$ cat src/rtl/core/sttfd_pkg.sv
// ----------------------------------------------------------------------------
// sttfd_pkg
// Shared types and constants for the serial topic frame deframer.
// ----------------------------------------------------------------------------
package sttfd_pkg;

  localparam int BYTE_W = 8;
  localparam int LEN_W  = 15;
  localparam int TOPIC_W = 16;
  localparam int CFG_IDX_W = 2;
  localparam int CFG_DATA_W = 15;

  localparam logic [BYTE_W-1:0] CHECK_TARGET = 8'hFF;

  localparam logic [BYTE_W-1:0] SYNC_RESET  = 8'd255;
  localparam logic [BYTE_W-1:0] VER1_RESET  = 8'd255;
  localparam logic [BYTE_W-1:0] VER2_RESET  = 8'd254;
  localparam logic [LEN_W-1:0]  MAXLEN_RESET = 15'd512;

  typedef enum logic [CFG_IDX_W-1:0] {
    REG_SYNC    = 2'd0,
    REG_VER_ONE = 2'd1,
    REG_VER_TWO = 2'd2,
    REG_MAX_LEN = 2'd3
  } reg_idx_t;

  typedef enum logic [1:0] {
    KIND_PAYLOAD = 2'd0,
    KIND_END     = 2'd1,
    KIND_BAD_VER = 2'd2,
    KIND_BAD_LEN = 2'd3
  } kind_t;

  typedef enum logic [3:0] {
    PH_HUNT     = 4'd0,
    PH_VERSION  = 4'd1,
    PH_LEN_LO   = 4'd2,
    PH_LEN_HI   = 4'd3,
    PH_LEN_CK   = 4'd4,
    PH_TOPIC_LO = 4'd5,
    PH_TOPIC_HI = 4'd6,
    PH_PAYLOAD  = 4'd7,
    PH_PAY_CK   = 4'd8
  } phase_t;

  typedef struct packed {
    logic [BYTE_W-1:0] sync_byte;
    logic [BYTE_W-1:0] version_one_byte;
    logic [BYTE_W-1:0] version_two_byte;
    logic [LEN_W-1:0]  max_length;
  } cfg_t;

  typedef struct packed {
    kind_t              kind;
    logic [BYTE_W-1:0]  data_byte;
    logic [TOPIC_W-1:0] frame_topic;
    logic [LEN_W-1:0]   payload_length;
    logic [LEN_W-1:0]   byte_index;
    logic               version_is_two;
    logic               length_check_ok;
    logic               payload_check_ok;
    logic               last;
  } result_t;

endpackage

$ cat src/rtl/core/sttfd_cfg.sv
// ----------------------------------------------------------------------------
// sttfd_cfg
// Configuration register file, write only.
// ----------------------------------------------------------------------------
module sttfd_cfg
  import sttfd_pkg::*;
(
  input  logic                  clk,
  input  logic                  rst,
  input  logic                  cfg_wr_en,
  input  logic [CFG_IDX_W-1:0]  cfg_index,
  input  logic [CFG_DATA_W-1:0] cfg_data,
  output cfg_t                  cfg
);

  always_ff @(posedge clk) begin
    if (rst) begin
      cfg.sync_byte        <= SYNC_RESET;
      cfg.version_one_byte <= VER1_RESET;
      cfg.version_two_byte <= VER2_RESET;
      cfg.max_length       <= MAXLEN_RESET;
    end else if (cfg_wr_en) begin
      unique case (reg_idx_t'(cfg_index))
        REG_SYNC:    cfg.sync_byte        <= cfg_data[BYTE_W-1:0];
        REG_VER_ONE: cfg.version_one_byte <= cfg_data[BYTE_W-1:0];
        REG_VER_TWO: cfg.version_two_byte <= cfg_data[BYTE_W-1:0];
        REG_MAX_LEN: cfg.max_length       <= cfg_data[LEN_W-1:0];
        default: ;
      endcase
    end
  end

endmodule

$ cat src/rtl/core/sttfd_parse.sv
// ----------------------------------------------------------------------------
// sttfd_parse
// Frame parser: phase state machine, field capture and checksum sums.
// Updates on step and offers at most one result for the byte in hand.
// ----------------------------------------------------------------------------
module sttfd_parse
  import sttfd_pkg::*;
(
  input  logic              clk,
  input  logic              rst,
  input  cfg_t              cfg,
  input  logic              step,
  input  logic [BYTE_W-1:0] byte_in,
  output logic              res_valid,
  output result_t           res
);

  phase_t              phase, phase_next;
  logic                version_flag, version_flag_next;
  logic [BYTE_W-1:0]   length_low, length_low_next;
  logic [LEN_W-1:0]    frame_length, frame_length_next;
  logic                length_sum_ok, length_sum_ok_next;
  logic [TOPIC_W-1:0]  topic_value, topic_value_next;
  logic [LEN_W-1:0]    payload_count, payload_count_next;
  logic [BYTE_W-1:0]   running_sum, running_sum_next;

  logic [TOPIC_W-1:0]  raw_len;
  logic                len_bad;
  logic [BYTE_W-1:0]   sum_with_byte;
  logic [LEN_W-1:0]    count_inc;

  assign raw_len       = {byte_in, length_low};
  assign len_bad       = raw_len[TOPIC_W-1] || (raw_len == '0) ||
                         (raw_len[LEN_W-1:0] > cfg.max_length);
  assign sum_with_byte = running_sum + byte_in;
  assign count_inc     = payload_count + LEN_W'(1);

  always_comb begin
    phase_next         = phase;
    version_flag_next  = version_flag;
    length_low_next    = length_low;
    frame_length_next  = frame_length;
    length_sum_ok_next = length_sum_ok;
    topic_value_next   = topic_value;
    payload_count_next = payload_count;
    running_sum_next   = running_sum;
    unique case (phase)
      PH_VERSION: begin
        if (byte_in == cfg.version_one_byte) begin
          version_flag_next = 1'b0;
          phase_next        = PH_LEN_LO;
        end else if (byte_in == cfg.version_two_byte) begin
          version_flag_next = 1'b1;
          phase_next        = PH_LEN_LO;
        end else begin
          phase_next = PH_HUNT;
        end
      end
      PH_LEN_LO: begin
        length_low_next = byte_in;
        phase_next      = PH_LEN_HI;
      end
      PH_LEN_HI: begin
        frame_length_next = raw_len[LEN_W-1:0];
        running_sum_next  = length_low + byte_in;
        phase_next        = len_bad ? PH_HUNT : PH_LEN_CK;
      end
      PH_LEN_CK: begin
        length_sum_ok_next = (sum_with_byte == CHECK_TARGET);
        phase_next         = PH_TOPIC_LO;
      end
      PH_TOPIC_LO: begin
        topic_value_next = {8'd0, byte_in};
        running_sum_next = byte_in;
        phase_next       = PH_TOPIC_HI;
      end
      PH_TOPIC_HI: begin
        topic_value_next   = {byte_in, topic_value[BYTE_W-1:0]};
        running_sum_next   = sum_with_byte;
        payload_count_next = '0;
        phase_next         = PH_PAYLOAD;
      end
      PH_PAYLOAD: begin
        running_sum_next   = sum_with_byte;
        payload_count_next = count_inc;
        if (count_inc >= frame_length) phase_next = PH_PAY_CK;
      end
      PH_PAY_CK: begin
        phase_next = PH_HUNT;
      end
      default: begin
        phase_next = (byte_in == cfg.sync_byte) ? PH_VERSION : PH_HUNT;
      end
    endcase
  end

  always_comb begin
    res_valid = 1'b0;
    res       = '0;
    res.kind  = KIND_PAYLOAD;
    unique case (phase)
      PH_VERSION: begin
        if (byte_in != cfg.version_one_byte && byte_in != cfg.version_two_byte) begin
          res_valid = 1'b1;
          res.kind  = KIND_BAD_VER;
          res.last  = 1'b1;
        end
      end
      PH_LEN_HI: begin
        if (len_bad) begin
          res_valid          = 1'b1;
          res.kind           = KIND_BAD_LEN;
          res.payload_length = raw_len[LEN_W-1:0];
          res.version_is_two = version_flag;
          res.last           = 1'b1;
        end
      end
      PH_PAYLOAD: begin
        res_valid           = 1'b1;
        res.kind            = KIND_PAYLOAD;
        res.data_byte       = byte_in;
        res.frame_topic     = topic_value;
        res.payload_length  = frame_length;
        res.byte_index      = payload_count;
        res.version_is_two  = version_flag;
        res.length_check_ok = length_sum_ok;
      end
      PH_PAY_CK: begin
        res_valid            = 1'b1;
        res.kind             = KIND_END;
        res.frame_topic      = topic_value;
        res.payload_length   = frame_length;
        res.version_is_two   = version_flag;
        res.length_check_ok  = length_sum_ok;
        res.payload_check_ok = (sum_with_byte == CHECK_TARGET);
        res.last             = 1'b1;
      end
      default: ;
    endcase
  end

  always_ff @(posedge clk) begin
    if (rst) begin
      phase         <= PH_HUNT;
      version_flag  <= 1'b0;
      length_low    <= '0;
      frame_length  <= '0;
      length_sum_ok <= 1'b0;
      topic_value   <= '0;
      payload_count <= '0;
      running_sum   <= '0;
    end else if (step) begin
      phase         <= phase_next;
      version_flag  <= version_flag_next;
      length_low    <= length_low_next;
      frame_length  <= frame_length_next;
      length_sum_ok <= length_sum_ok_next;
      topic_value   <= topic_value_next;
      payload_count <= payload_count_next;
      running_sum   <= running_sum_next;
    end
  end

endmodule

$ cat src/rtl/core/sttfd_out.sv
// ----------------------------------------------------------------------------
// sttfd_out
// Result register with valid/ready handshake toward the consumer.
// ----------------------------------------------------------------------------
module sttfd_out
  import sttfd_pkg::*;
(
  input  logic    clk,
  input  logic    rst,
  input  logic    load,
  input  result_t res,
  output logic    space,
  input  logic    out_ready,
  output logic    out_valid,
  output result_t out_res
);

  assign space = !out_valid || out_ready;

  always_ff @(posedge clk) begin
    if (rst) begin
      out_valid <= 1'b0;
    end else if (load) begin
      out_valid <= 1'b1;
    end else if (out_ready) begin
      out_valid <= 1'b0;
    end
  end

  always_ff @(posedge clk) begin
    if (load) begin
      out_res <= res;
    end
  end

endmodule

$ cat src/rtl/core/serial_topic_frame_deframer.sv
// ----------------------------------------------------------------------------
// serial_topic_frame_deframer
// Hunts for sync, checks version and length, streams payload bytes tagged
// with topic and index, and ends each frame with a checksum or error beat.
//
//   channel  direction  handshake              payload
//   rx       in         in_valid / in_ready    rx_byte
//   result   out        out_valid / out_ready  kind .. last (9 fields)
//   cfg      in         cfg_wr_en              cfg_index, cfg_data
//
// One byte per cycle while out_ready takes results: input register, one parse
// step, result register. A byte's result is loaded when its parse step runs.
// Synchronous reset returns to hunting with the register reset values.
// A stalled result holds the parse step; the input register still takes a beat
// if it is empty, then in_ready drops until the result is taken.
// ----------------------------------------------------------------------------
module serial_topic_frame_deframer
  import sttfd_pkg::*;
(
  input  logic                  clk,
  input  logic                  rst,
  input  logic                  in_valid,
  output logic                  in_ready,
  input  logic [BYTE_W-1:0]     rx_byte,
  output logic                  out_valid,
  input  logic                  out_ready,
  output logic [1:0]            kind,
  output logic [BYTE_W-1:0]     data_byte,
  output logic [TOPIC_W-1:0]    frame_topic,
  output logic [LEN_W-1:0]      payload_length,
  output logic [LEN_W-1:0]      byte_index,
  output logic                  version_is_two,
  output logic                  length_check_ok,
  output logic                  payload_check_ok,
  output logic                  last,
  input  logic                  cfg_wr_en,
  input  logic [CFG_IDX_W-1:0]  cfg_index,
  input  logic [CFG_DATA_W-1:0] cfg_data
);

  cfg_t              cfg;
  logic              in_vld;
  logic [BYTE_W-1:0] in_byte;
  logic              space;
  logic              step;
  logic              res_valid;
  result_t           res;
  result_t           out_res;

  assign step     = in_vld && space;
  assign in_ready = !in_vld || step;

  always_ff @(posedge clk) begin
    if (rst) begin
      in_vld <= 1'b0;
    end else if (in_ready) begin
      in_vld <= in_valid;
    end
  end

  always_ff @(posedge clk) begin
    if (in_valid && in_ready) begin
      in_byte <= rx_byte;
    end
  end

  sttfd_cfg u_cfg (
    .clk       (clk),
    .rst       (rst),
    .cfg_wr_en (cfg_wr_en),
    .cfg_index (cfg_index),
    .cfg_data  (cfg_data),
    .cfg       (cfg)
  );

  sttfd_parse u_parse (
    .clk       (clk),
    .rst       (rst),
    .cfg       (cfg),
    .step      (step),
    .byte_in   (in_byte),
    .res_valid (res_valid),
    .res       (res)
  );

  sttfd_out u_out (
    .clk       (clk),
    .rst       (rst),
    .load      (step && res_valid),
    .res       (res),
    .space     (space),
    .out_ready (out_ready),
    .out_valid (out_valid),
    .out_res   (out_res)
  );

  assign kind             = out_res.kind;
  assign data_byte        = out_res.data_byte;
  assign frame_topic      = out_res.frame_topic;
  assign payload_length   = out_res.payload_length;
  assign byte_index       = out_res.byte_index;
  assign version_is_two   = out_res.version_is_two;
  assign length_check_ok  = out_res.length_check_ok;
  assign payload_check_ok = out_res.payload_check_ok;
  assign last             = out_res.last;

endmodule
$ cat config.mk
export PLATFORM = sky130hd
export DESIGN_NAME = serial_topic_frame_deframer
export DESIGN_NICKNAME = d
export VERILOG_FILES = /design/src/rtl/core/sttfd_pkg.sv /design/src/rtl/core/sttfd_cfg.sv /design/src/rtl/core/sttfd_parse.sv /design/src/rtl/core/sttfd_out.sv /design/src/rtl/core/serial_topic_frame_deframer.sv
export SDC_FILE = /design/constraint.sdc
export NUM_CORES = 1
export LEC_CHECK = 0
export BUFFER_PORTS_ARGS = -buffer_cell sky130_fd_sc_hd__buf_2
export CORE_MARGIN = 2
export CORE_UTILIZATION = 53
export DETAILED_ROUTE_END_ITERATION = 10
export PLACE_DENSITY = 0.78
export SKIP_CTS_REPAIR_TIMING = 1
export SLEW_MARGIN = 20
export SYNTH_ARGS = -nofsm -noshare
export SYNTH_HDL_FRONTEND = slang
export SYNTH_SLANG_ARGS = --single-unit
$ cat constraint.sdc
create_clock -name clk -period 5.22 [get_ports clk]
set_input_delay 1.044 -clock clk [delete_from_list [all_inputs] [get_ports clk]]
set_output_delay 1.044 -clock clk [all_outputs]
set_load 0.05 [all_outputs]
# Word-level counts from Yosys, hierarchy flattened
# Cells that the tools add are included.
[classes]
n_addsub = 3
n_mul = 0
n_div = 0
n_lt_le_gt_ge = 2
eq_ne = 18
n_shift = 0
mux = 24
bitwise = 1
n_reduce_logical = 32
[op_table]
columns = ["operator", "n"]
rows = [
  ["15-bit case mux with 2 select lines", 2],
  ["16-bit case mux with 2 select lines", 1],
  ["4-bit case mux with 8 select lines", 1],
  ["8-bit equality test", 3],
  ["8-bit case mux with 3 select lines", 1],
  ["2-bit AND reduction", 11],
  ["8-bit adder", 2],
  ["4-bit by 3-bit equality test with 1-bit output (second input constant)", 4],
  ["16-bit logical NOT", 1],
  ["8-bit != test", 2],
  ["15-bit by 1-bit adder with 15-bit output (second input constant)", 1],
  ["15-bit >= comparator", 1],
  ["15-bit greater-than comparator", 1],
  ["15-bit 2-to-1 mux", 1],
  ["4-bit by 2-bit equality test with 1-bit output (second input constant)", 2],
  ["8-bit equality test (second input constant)", 1],
  ["1-bit 2-to-1 mux", 8],
  ["4-bit 2-to-1 mux", 2],
  ["2-bit nonzero test", 4],
  ["2-bit 2-to-1 mux", 3],
  ["1-bit case mux with 3 select lines", 2],
  ["2-bit case mux with 3 select lines", 1],
  ["3-bit AND reduction", 2],
  ["2-bit equality test (second input constant)", 2],
  ["other kinds (13)", 21],
]
[totals]
register_bits = 177
latch_bits = 0
ramBits = 0
romBits = 0
inputBits = 30
word_cells = 105
memories = 0

# Longest topological paths before layout
# Gate-level depths: netlist of run 1.
[logic_depth]
ltp_word = 7
ltp_mapped = 13
mapped_depth_nobuf = 12

# Cells and area by module
# Synthesis of run 1 repeated with hierarchy kept, for this count alone.
[unflattened]
cells_unflattened = 932
hier_area_um2 = 9172.5
[modules_own_cells]
columns = ["module", "instances", "cells_per_inst", "area_each_um2"]
rows = [
  ["sttfd_parse", 1, 697, 5439.0],
  ["sttfd_out", 1, 64, 1848.0],
  ["sttfd_cfg", 1, 156, 1575.3],
  ["serial_topic_frame_deframer", 1, 15, 310.3],
]

# Worst setup path before layout of run 1
# Ideal clock, no wire load.
[synth_timing]
path_type = "reg2reg"
from = "reg in_byte[5]"
to = "reg, netlist name u_out.out_res[0]"
setup_ps = 514
arrival_time_ps = 4933
required_ps = 4706
slack_ps = -227
path_stages_with_launch = 8
period_less_slack_ps = 5447
path_cell_list = "edfxtp_1 > ha_1 > nand4_1 > nor3_1 > o31ai_1 > o211ai_1 > a31oi_1 > a31oi_1"
[synth_between]
elab_chain_cells = 6
word_cells_on_any_way = 11
[synth_lines]
columns = ["item", "line", "rtl"]
rows = [
  ["from (decl)", "serial_topic_frame_deframer.sv:43", "logic [BYTE_W-1:0] in_byte;"],
  ["from (signal assigned)", "serial_topic_frame_deframer.sv:63", "in_byte <= rx_byte;"],
  ["branches (longest 4 deep; another with 15-bit greater-than comparator)", "-", ""],
  ["1-bit case mux with 3 select lines *", "sttfd_parse.sv:101", "unique case (phase)"],
  ["1-bit logical AND *", "serial_topic_frame_deframer.sv:89", ".load (step && res_valid),"],
  ["named net u_out.load", "sttfd_out.sv:10", "input logic load,"],
]
# Mark *: on every way through the listed nets, which the timed path passes.
# A chain may end at the register's enable or synchronous reset.

# Worst setup path in the final report of run 1
[layout_timing]
from = "reg in_byte[6]"
to = "reg, netlist name u_out.out_res[32]"
[layout_between]
elab_chain_cells = 6
word_cells_on_any_way = 11
[layout_lines]
columns = ["item", "line"]
rows = [
  ["branches (longest 4 deep; another with 15-bit greater-than comparator)", "-"],
  ["1-bit case mux with 3 select lines *", "sttfd_parse.sv:101"],
  ["1-bit logical AND *", "serial_topic_frame_deframer.sv:89"],
  ["named net u_out.load", "sttfd_out.sv:10"],
]
# Marked as above.

==> metrics.cfg, run 1 <==
[outcome]
status=finished, final reports clean

[sta]
timing.fmax_mhz=269.4
setup-tns-final_ns=0
slew_headroom_pct=35.88
setup_viol_count_final=0
tightestPinTransition_ns=0.9582
period_share_pct=71.10
slew_viol_final=0
finalHoldViolCount=0
fin_crit_ns=3.712
clock_skew_ns=0.007697
rsz0062_at_grt=no
fin_ws_ns=1.508

[logic_synthesis]
async_flop_share_pct=0
avgSynthCellArea_um2=9.379
postSynthCellCount=940
synth.distinct_cells=57
synth-seq-cells=177
synth_top_area_share_pct=24.75
synth_edf_count=68
ys_seq_area_share_pct=47.91
synth_area_leaders=dfxtp_1 (25%), edfxtp_1 (23%), ha_1 (6.4%)
syn_area_mm2=0.008816
synthFlopType=dfxtp_1
yosys.area.top_type=dfxtp_1
ys.warnings.count=0
synthesis.nets=1017

[power]
p_sw_uw=725.7
p_comb_share_pct=6.8
power_uw=2887
p_leak_uw=0.004186
clkPwrFrac_pct=41.7
p_int_uw=2161
seqPwrFrac_pct=51.4
p_per_area_mw_per_mm2=288.7
peakVddDrop_mv=0.2154
p_sw_share_pct=25.14

[global_route]
antenna_found_initial=0
grt_pass1_wl_um=33270
grt_pass1_vias=6524
grt_usage_pct=23.73
gr-total-overflow=0
grt_max_degree=52

[route]
drtIter0Drc=586
drc=0
ant_nets=0
num_vias=6941
drt-pass1-iter-count=5
viasPerCell=5.584
avgRoutedWirePerCell_um=16.33
routed_wl_um=20300

[critical_path]
worstPathRequired_ns=5.34
cp.buffers_inverters=1
critPathLaunchType=flop
rrSetupSlack_ns=1.51
rr_worst_depth=8
cp-end-kind=flop
worstPathArrival_ns=3.83
cp_top_family=compound AO/OA/AOI/OAI gates
cp_cell_sequence=ha_1 -> nand4_1 -> nor3_1 -> o31ai_1 -> o211ai_1 -> a31oi_1 -> a31oi_4 -> buf_4
regToRegEndpoint=u_out.out_res[32]$_DFFE_PP_
path_class=reg2reg
cpMaxStageDelayCell=a31oi_4
cp_num_cells=8
crit_path_max_fanout=26
r2r-start=in_byte[6]$_DFFE_PP_
slowest_delay_ns=0.78

[placement]
dpl-instance-area_mm2=0.009437
numPortBuffers=91
dp_slack_ns=1.546
dp_hpwl_um=14160
routabilityCongestion=0.9268
place_inst=1211

[worst_hold_path]
hold_class=reg2reg
timing.hold.worst.start=u_parse.length_sum_ok$_SDFFE_PP0P_
min_to=u_parse.length_sum_ok$_SDFFE_PP0P_
hold_depth=2

[cells_and_area]
diodes=0
drive_above_1_share_pct=13.98
final_nets=1087
final_area_mm2=0.009998
nFillCells=1377
multi_input_area_mm2=0.004264
synthToLayoutAreaGrowth_pct=13.41
stdcell_count=1243
regArea_mm2=0.004224

[clocking]
clkTransAtPathRegs_ns=0.07
cts.path.max_buffers=2
cts_tree=yes
cts_sinks=177
clk_latency_ns=0.43
cts_root_buf=clkbuf_16
h-tree-depth=4
cts_buffers=17

[die]
start_util_pct=53.73
die_area_mm2=0.01768
coreArea_mm2=0.01641
ios=92
die_h_um=133.0
die-width_um=133.0
rows=47

[run]
drv_cap=0

[power by group through the flow]
stage	Combinational, uW	Sequential (uW)	Clock, uW
6_report	198	1480	1210
5_1_grt	222	1490	1270
4_1_cts	197	1480	1220
3_5_place_dp	195	1510	0
3_3_place_gp	192	1510	0
2_1_floorplan	148	1500	0
[final cells by class]
cell class / count / share of cell area (%)
sequential: 177 / 42.25
multi-input combinational: 674 / 42.65
clock buffer: 18 / 4.392
inverter: 40 / 1.502
timing repair buffer: 100 / 5.231
clock inverter: 14 / 1.226
tap: 220 / 2.753
[registers in the layout (all words and copies together) (netlist names)]
| signal | count |
|---|---|
| u_parse.frame_length | 15 |
| u_cfg.cfg | 39 |
| u_parse.length_sum_ok | 1 |
| u_parse.running_sum | 8 |
| u_parse.topic_value | 16 |
| in_vld | 1 |
| u_parse.version_flag | 1 |
| u_out.out_valid | 1 |
| u_parse.payload_count | 15 |
| u_out.out_res | 60 |
| u_parse.phase | 4 |
| u_parse.length_low | 8 |
| in_byte | 8 |
[synthesized netlist by cell type, types with 12 or more instances]
library cell	instances
xor2_1	19
a22o_1	21
nor3_1	12
edfxtp_1	68
xnor2_1	28
mux2i_1	27
a21oi_1	66
and2_1	42
a21o_1	14
dfxtp_1	109
inv_1	40
nand2_1	133
ha_1	45
o21ai_0	19
nor2_1	80
nand3_1	36
a22oi_1	14
clkbuf_1	38
[per-layer routing]
layer  routed length [um]  up-vias  track usage [%]  part of all wire [%]
met5                    0        -                0                     0
met4                  421        0            8.124                   2.1
met2                 9360      242            36.87                    46
met1                 9372     3205            33.61                    46
met3                 1147       35            4.176                   5.6
li1                     -     3459                -                     -
[worst min-delay path, cell delays in order (launching register included)]
cell and delay [ns]:
dfxtp_1 0.31, nand2_1 0.05, a21oi_1 0.05
[per-stage QoR]
step / hold WS (ns) / utilization [%]
floorplan: 0.4273 / -
global placement: 0.4337 / 57.52
global route: 0.4637 / 60.94
detailed placement: 0.4431 / 57.52
finish: 0.4465 / 60.94
CTS: 0.4507 / 60.94
[placed cells by master, fill, tap and decap left out, types with 4 or more instances in the layout]
| cell type | netlist | routed |
|---|---|---|
| a211o_1 | 4 | 4 |
| a211oi_1 | 10 | 10 |
| a21o_1 | 14 | 14 |
| a21oi_1 | 66 | 66 |
| a22o_1 | 21 | 21 |
| a22oi_1 | 14 | 14 |
| a31oi_1 | 5 | 4 |
| and2_1 | 42 | 42 |
| and3_1 | 10 | 10 |
| buf_2 | 7 | 91 |
| buf_4 | 0 | 9 |
| clkbuf_16 | 0 | 17 |
| dfxtp_1 | 109 | 109 |
| edfxtp_1 | 68 | 68 |
| ha_1 | 45 | 45 |
| inv_1 | 40 | 40 |
| inv_6 | 0 | 4 |
| mux2i_1 | 27 | 27 |
| nand2_1 | 133 | 133 |
| nand2b_1 | 4 | 4 |
| nand3_1 | 36 | 36 |
| nand3b_1 | 7 | 7 |
| nand4_1 | 9 | 9 |
| nor2_1 | 80 | 80 |
| nor2b_1 | 7 | 7 |
| nor3_1 | 12 | 12 |
| nor4_1 | 5 | 5 |
| o211ai_1 | 5 | 5 |
| o21a_1 | 4 | 4 |
| o21ai_0 | 19 | 19 |
| o21ai_1 | 10 | 10 |
| or3_1 | 5 | 5 |
| xnor2_1 | 28 | 28 |
| xor2_1 | 19 | 19 |
[cell families after synthesis]
family / Yosys count / share of synthesized area, %
DFF: 177 / 47.91
and+or+nand+nor: 357 / 18.86
muxes: 27 / 3.066
AOI/OAI and AO/OA: 196 / 14.76
buffers and inverters: 89 / 3.889
xor gates and xnor gates: 47 / 4.669
adders and majority gates: 47 / 6.841
[worst max path at each step]
stage	startpoint	to
after global routing	u_parse.phase[0]$_SDFFE_PP0P_	u_out.out_res[32]$_DFFE_PP_
after floorplan	in_byte[5]$_DFFE_PP_	u_out.out_res[0]$_DFFE_PP_
after detailed placement	in_byte[6]$_DFFE_PP_	u_out.out_res[21]$_DFFE_PP_
after global placement	in_byte[6]$_DFFE_PP_	u_out.out_res[39]$_SDFFCE_PP0P_
after CTS	in_byte[6]$_DFFE_PP_	u_out.out_res[32]$_DFFE_PP_
final	in_byte[6]$_DFFE_PP_	u_out.out_res[32]$_DFFE_PP_
(Power assumes the default switching activity.)
==> run 2: changes to the inputs <==
Settings changed: CORE_UTILIZATION 53 to 59, PLACE_DENSITY 0.78 to 0.82.
Clock period 5.22 ns to 3.45 ns, I/O delays scaled along.
==> run 2 against run 1 <==
  * Power grew 53%
  * Clock power rose by 54%
  * Clock-buffer cell count grew 3
  * Sequential cell count stayed put
  * Non-clock buffer count is 9 higher
  * Clock skew rose by 0.00061 ns
  * Final cell count shrank 2.2%
  * Register-to-register slack got worse by 1.1 ns
  * Sequential power is 50% higher
  * First-iteration DRC count grew 5.8%
  * Combinational power is 68% higher
  * Largest cell class unchanged
  * Largest power group unchanged
==> metrics.cfg, run 2 (same netlist as run 1, synthesis figures left out) <==
[worst_hold_path]
hold_class=in2reg  ; was reg2reg

[route]
drt-pass1-iter-count=5  ; unchanged
ant_nets=0  ; unchanged
avgRoutedWirePerCell_um=16.40  ; was 16.33 um
drc=0  ; unchanged
routed_wl_um=19940  ; was 20300 um
drtIter0Drc=620  ; was 586
num_vias=7061  ; was 6941
viasPerCell=5.807  ; was 5.584

[power]
p_per_area_mw_per_mm2=439.4  ; was 288.7 mW/mm^2
seqPwrFrac_pct=50.4  ; was 51.4%
p_sw_share_pct=23.98  ; was 25.14%
p_leak_uw=0.004226  ; was 0.004186 uW
p_comb_share_pct=7.5  ; was 6.8%
clkPwrFrac_pct=42.1  ; was 41.7%
p_sw_uw=1057  ; was 725.7 uW
p_int_uw=3351  ; was 2161 uW
peakVddDrop_mv=0.3390  ; was 0.2154 mV

[clocking]
cts.path.max_buffers=2  ; unchanged
clkTransAtPathRegs_ns=0.07  ; about the same
clk_latency_ns=0.44  ; was 0.43 ns
cts_buffers=17  ; unchanged
cts_tree=yes  ; unchanged
h-tree-depth=4  ; unchanged
cts_root_buf=clkbuf_16  ; unchanged
cts_sinks=177  ; unchanged

[die]
die_h_um=126.2  ; was 133.0 um
ios=92  ; unchanged
rows=44  ; was 47
die-width_um=126.2  ; was 133.0 um
start_util_pct=60.43  ; was 53.73%
die_area_mm2=0.01594  ; was 0.01768 mm^2
coreArea_mm2=0.01459  ; was 0.01641 mm^2

[cells_and_area]
largest_reg_flops=60  ; unchanged
nFillCells=1130  ; was 1377
drive_above_1_share_pct=14.63  ; was 13.98%
top_regs=u_out.out_res x60, u_cfg.cfg x39, u_parse.topic_value x16  ; unchanged
layout_common_cells=nand2_1 (133), dfxtp_1 (109), buf_2 (91), nor2_1 (80), edfxtp_1 (68)  ; unchanged
diodes=0  ; unchanged
synthToLayoutAreaGrowth_pct=13.81  ; was 13.41%
final_nets=1096  ; was 1087
regMostFlops=u_out.out_res  ; unchanged
final_common_cell=nand2_1  ; unchanged

[sta]
setup-tns-final_ns=0  ; unchanged
fin_crit_ns=2.995  ; was 3.712 ns
finalHoldViolCount=0  ; unchanged
clock_skew_ns=0.008309  ; was 0.007697 ns
fin_ws_ns=0.4551  ; was 1.508 ns
period_share_pct=86.81  ; was 71.10%
slew_viol_final=0  ; unchanged
rsz0062_at_grt=no  ; unchanged
timing.fmax_mhz=333.9  ; was 269.4 MHz
tightestPinTransition_ns=0.9621  ; was 0.9582 ns
slew_headroom_pct=35.51  ; was 35.88%
setup_viol_count_final=0  ; unchanged
holdWs_ns=0.4255  ; was 0.4465 ns

[critical_path]
cpMostUsedCell=ha_1
slowest_delay_ns=0.45  ; was 0.78 ns
critPathLaunchType=flop  ; unchanged
crit_path_max_fanout=7  ; was 26
cpMaxStageDelayCell=dfxtp_1  ; was a31oi_4
cp-end-kind=flop  ; unchanged
worstPathRequired_ns=3.83  ; was 5.34 ns
worstPathArrival_ns=3.38  ; was 3.83 ns
cp_cell_sequence=ha_1 -> and3_1 -> and2_1 -> nand3_1 -> xnor2_1 -> ha_1 -> a21o_1 -> a211o_1 -> a211oi_1 -> o211ai_1 -> nand2_1 -> o221a_2  ; was ha_1 -> nand4_1 -> nor3_1 -> o31ai_1 -> o211ai_1 -> a31oi_1 -> a31oi_4 -> buf_4
path_class=reg2reg  ; unchanged

[outcome]
status=finished, final reports clean  ; unchanged

[global_route]
grt_usage_pct=25.38  ; was 23.73%
grt_pass1_wl_um=32390  ; was 33270 um
grt_max_degree=85  ; was 52
grt_pass1_vias=6562  ; was 6524
antenna_found_initial=0  ; unchanged
gr-total-overflow=0  ; unchanged

[placement]
numPortBuffers=91  ; unchanged
dp_hpwl_um=13720  ; was 14160 um
routabilityCongestion=0.9051  ; was 0.9268
dp_slack_ns=0.4927  ; was 1.546 ns

[run]
drv_cap=0  ; unchanged

[run 2: changes by cell type in the layout (fill, tap and decap cells not counted), moves of 2 or more]
cell / change
inv_6: -2
clkinv_4: -2
inv_4: +3
buf_4: +8
inv_8: -2
[run 2: layout make-up]
type / instances / area, um^2 / area share (%)
clock buffers: 21 / 461.7 / 4.602
clock inverters: 11 / 100.1 / 0.9976
inverters: 40 / 150.1 / 1.496
multi-input cells: 674 / 4264 / 42.50
flip-flops and latches: 177 / 4224 / 42.10
well taps: 184 / 230.2 / 2.295
repair buffers: 109 / 603.1 / 6.011
[run 2: power groups by stage]
| stage | sequential, uW | clock, uW | combinational (uW) |
|---|---|---|---|
| finish | 2220 | 1860 | 332 |
| detailed placement | 2270 | 0 | 329 |
| CTS | 2220 | 1860 | 330 |
| floorplan | 2260 | 0 | 225 |
| global route | 2220 | 1950 | 369 |
| global placement | 2270 | 0 | 322 |
[run 2: through the flow]
step | power, uW | cells | utilization (%) | instance area [um^2]
2_1_floorplan | 2488 | 940 | - | 8831
3_3_place_gp | 2588 | 1184 | 64.92 | 9472
4_1_cts | 4415 | 1216 | 68.77 | 10030
5_1_grt | 4542 | 1216 | 68.77 | 10030
6_report | 4408 | 1216 | 68.77 | 10030
3_5_place_dp | 2596 | 1184 | 64.92 | 9472
[run 2: critical path: cells and delay by family (launching register included)]
family                   cells  cell delay [ns]
flip-flops                   1             0.45
adder cells (fa/ha/maj)      2             0.47
AO/OA/AOI/OAI                5             1.04
XOR/XNOR                     1             0.18
AND/OR/NAND/NOR              4             0.81
[run 2: layer usage]
layer | global-route usage, % | vias to the layer above | routed length [um]
li1 | - | 3477 | -
met5 | 0 | - | 0
met1 | 34.18 | 3279 | 8855
met4 | 10.02 | 0 | 403
met3 | 4.503 | 37 | 1261
met2 | 40.96 | 268 | 9423
[run 2: final timing paths]
kind | from | depth (start not counted) | slack (ns) | endpoint
worst max-delay path | u_parse.payload_count[0]$_SDFFE_PP0P_ | 12 | 0.46 | u_parse.phase[0]$_SDFFE_PP0P_
worst min-delay path | rx_byte[4] | 1 | 0.43 | in_byte[4]$_DFFE_PP_
worst max register to register | u_parse.payload_count[0]$_SDFFE_PP0P_ | 12 | 0.46 | u_parse.phase[0]$_SDFFE_PP0P_
worst min register to register | u_cfg.cfg[7]$_SDFFE_PP0P_ | 2 | 0.46 | u_cfg.cfg[7]$_SDFFE_PP0P_
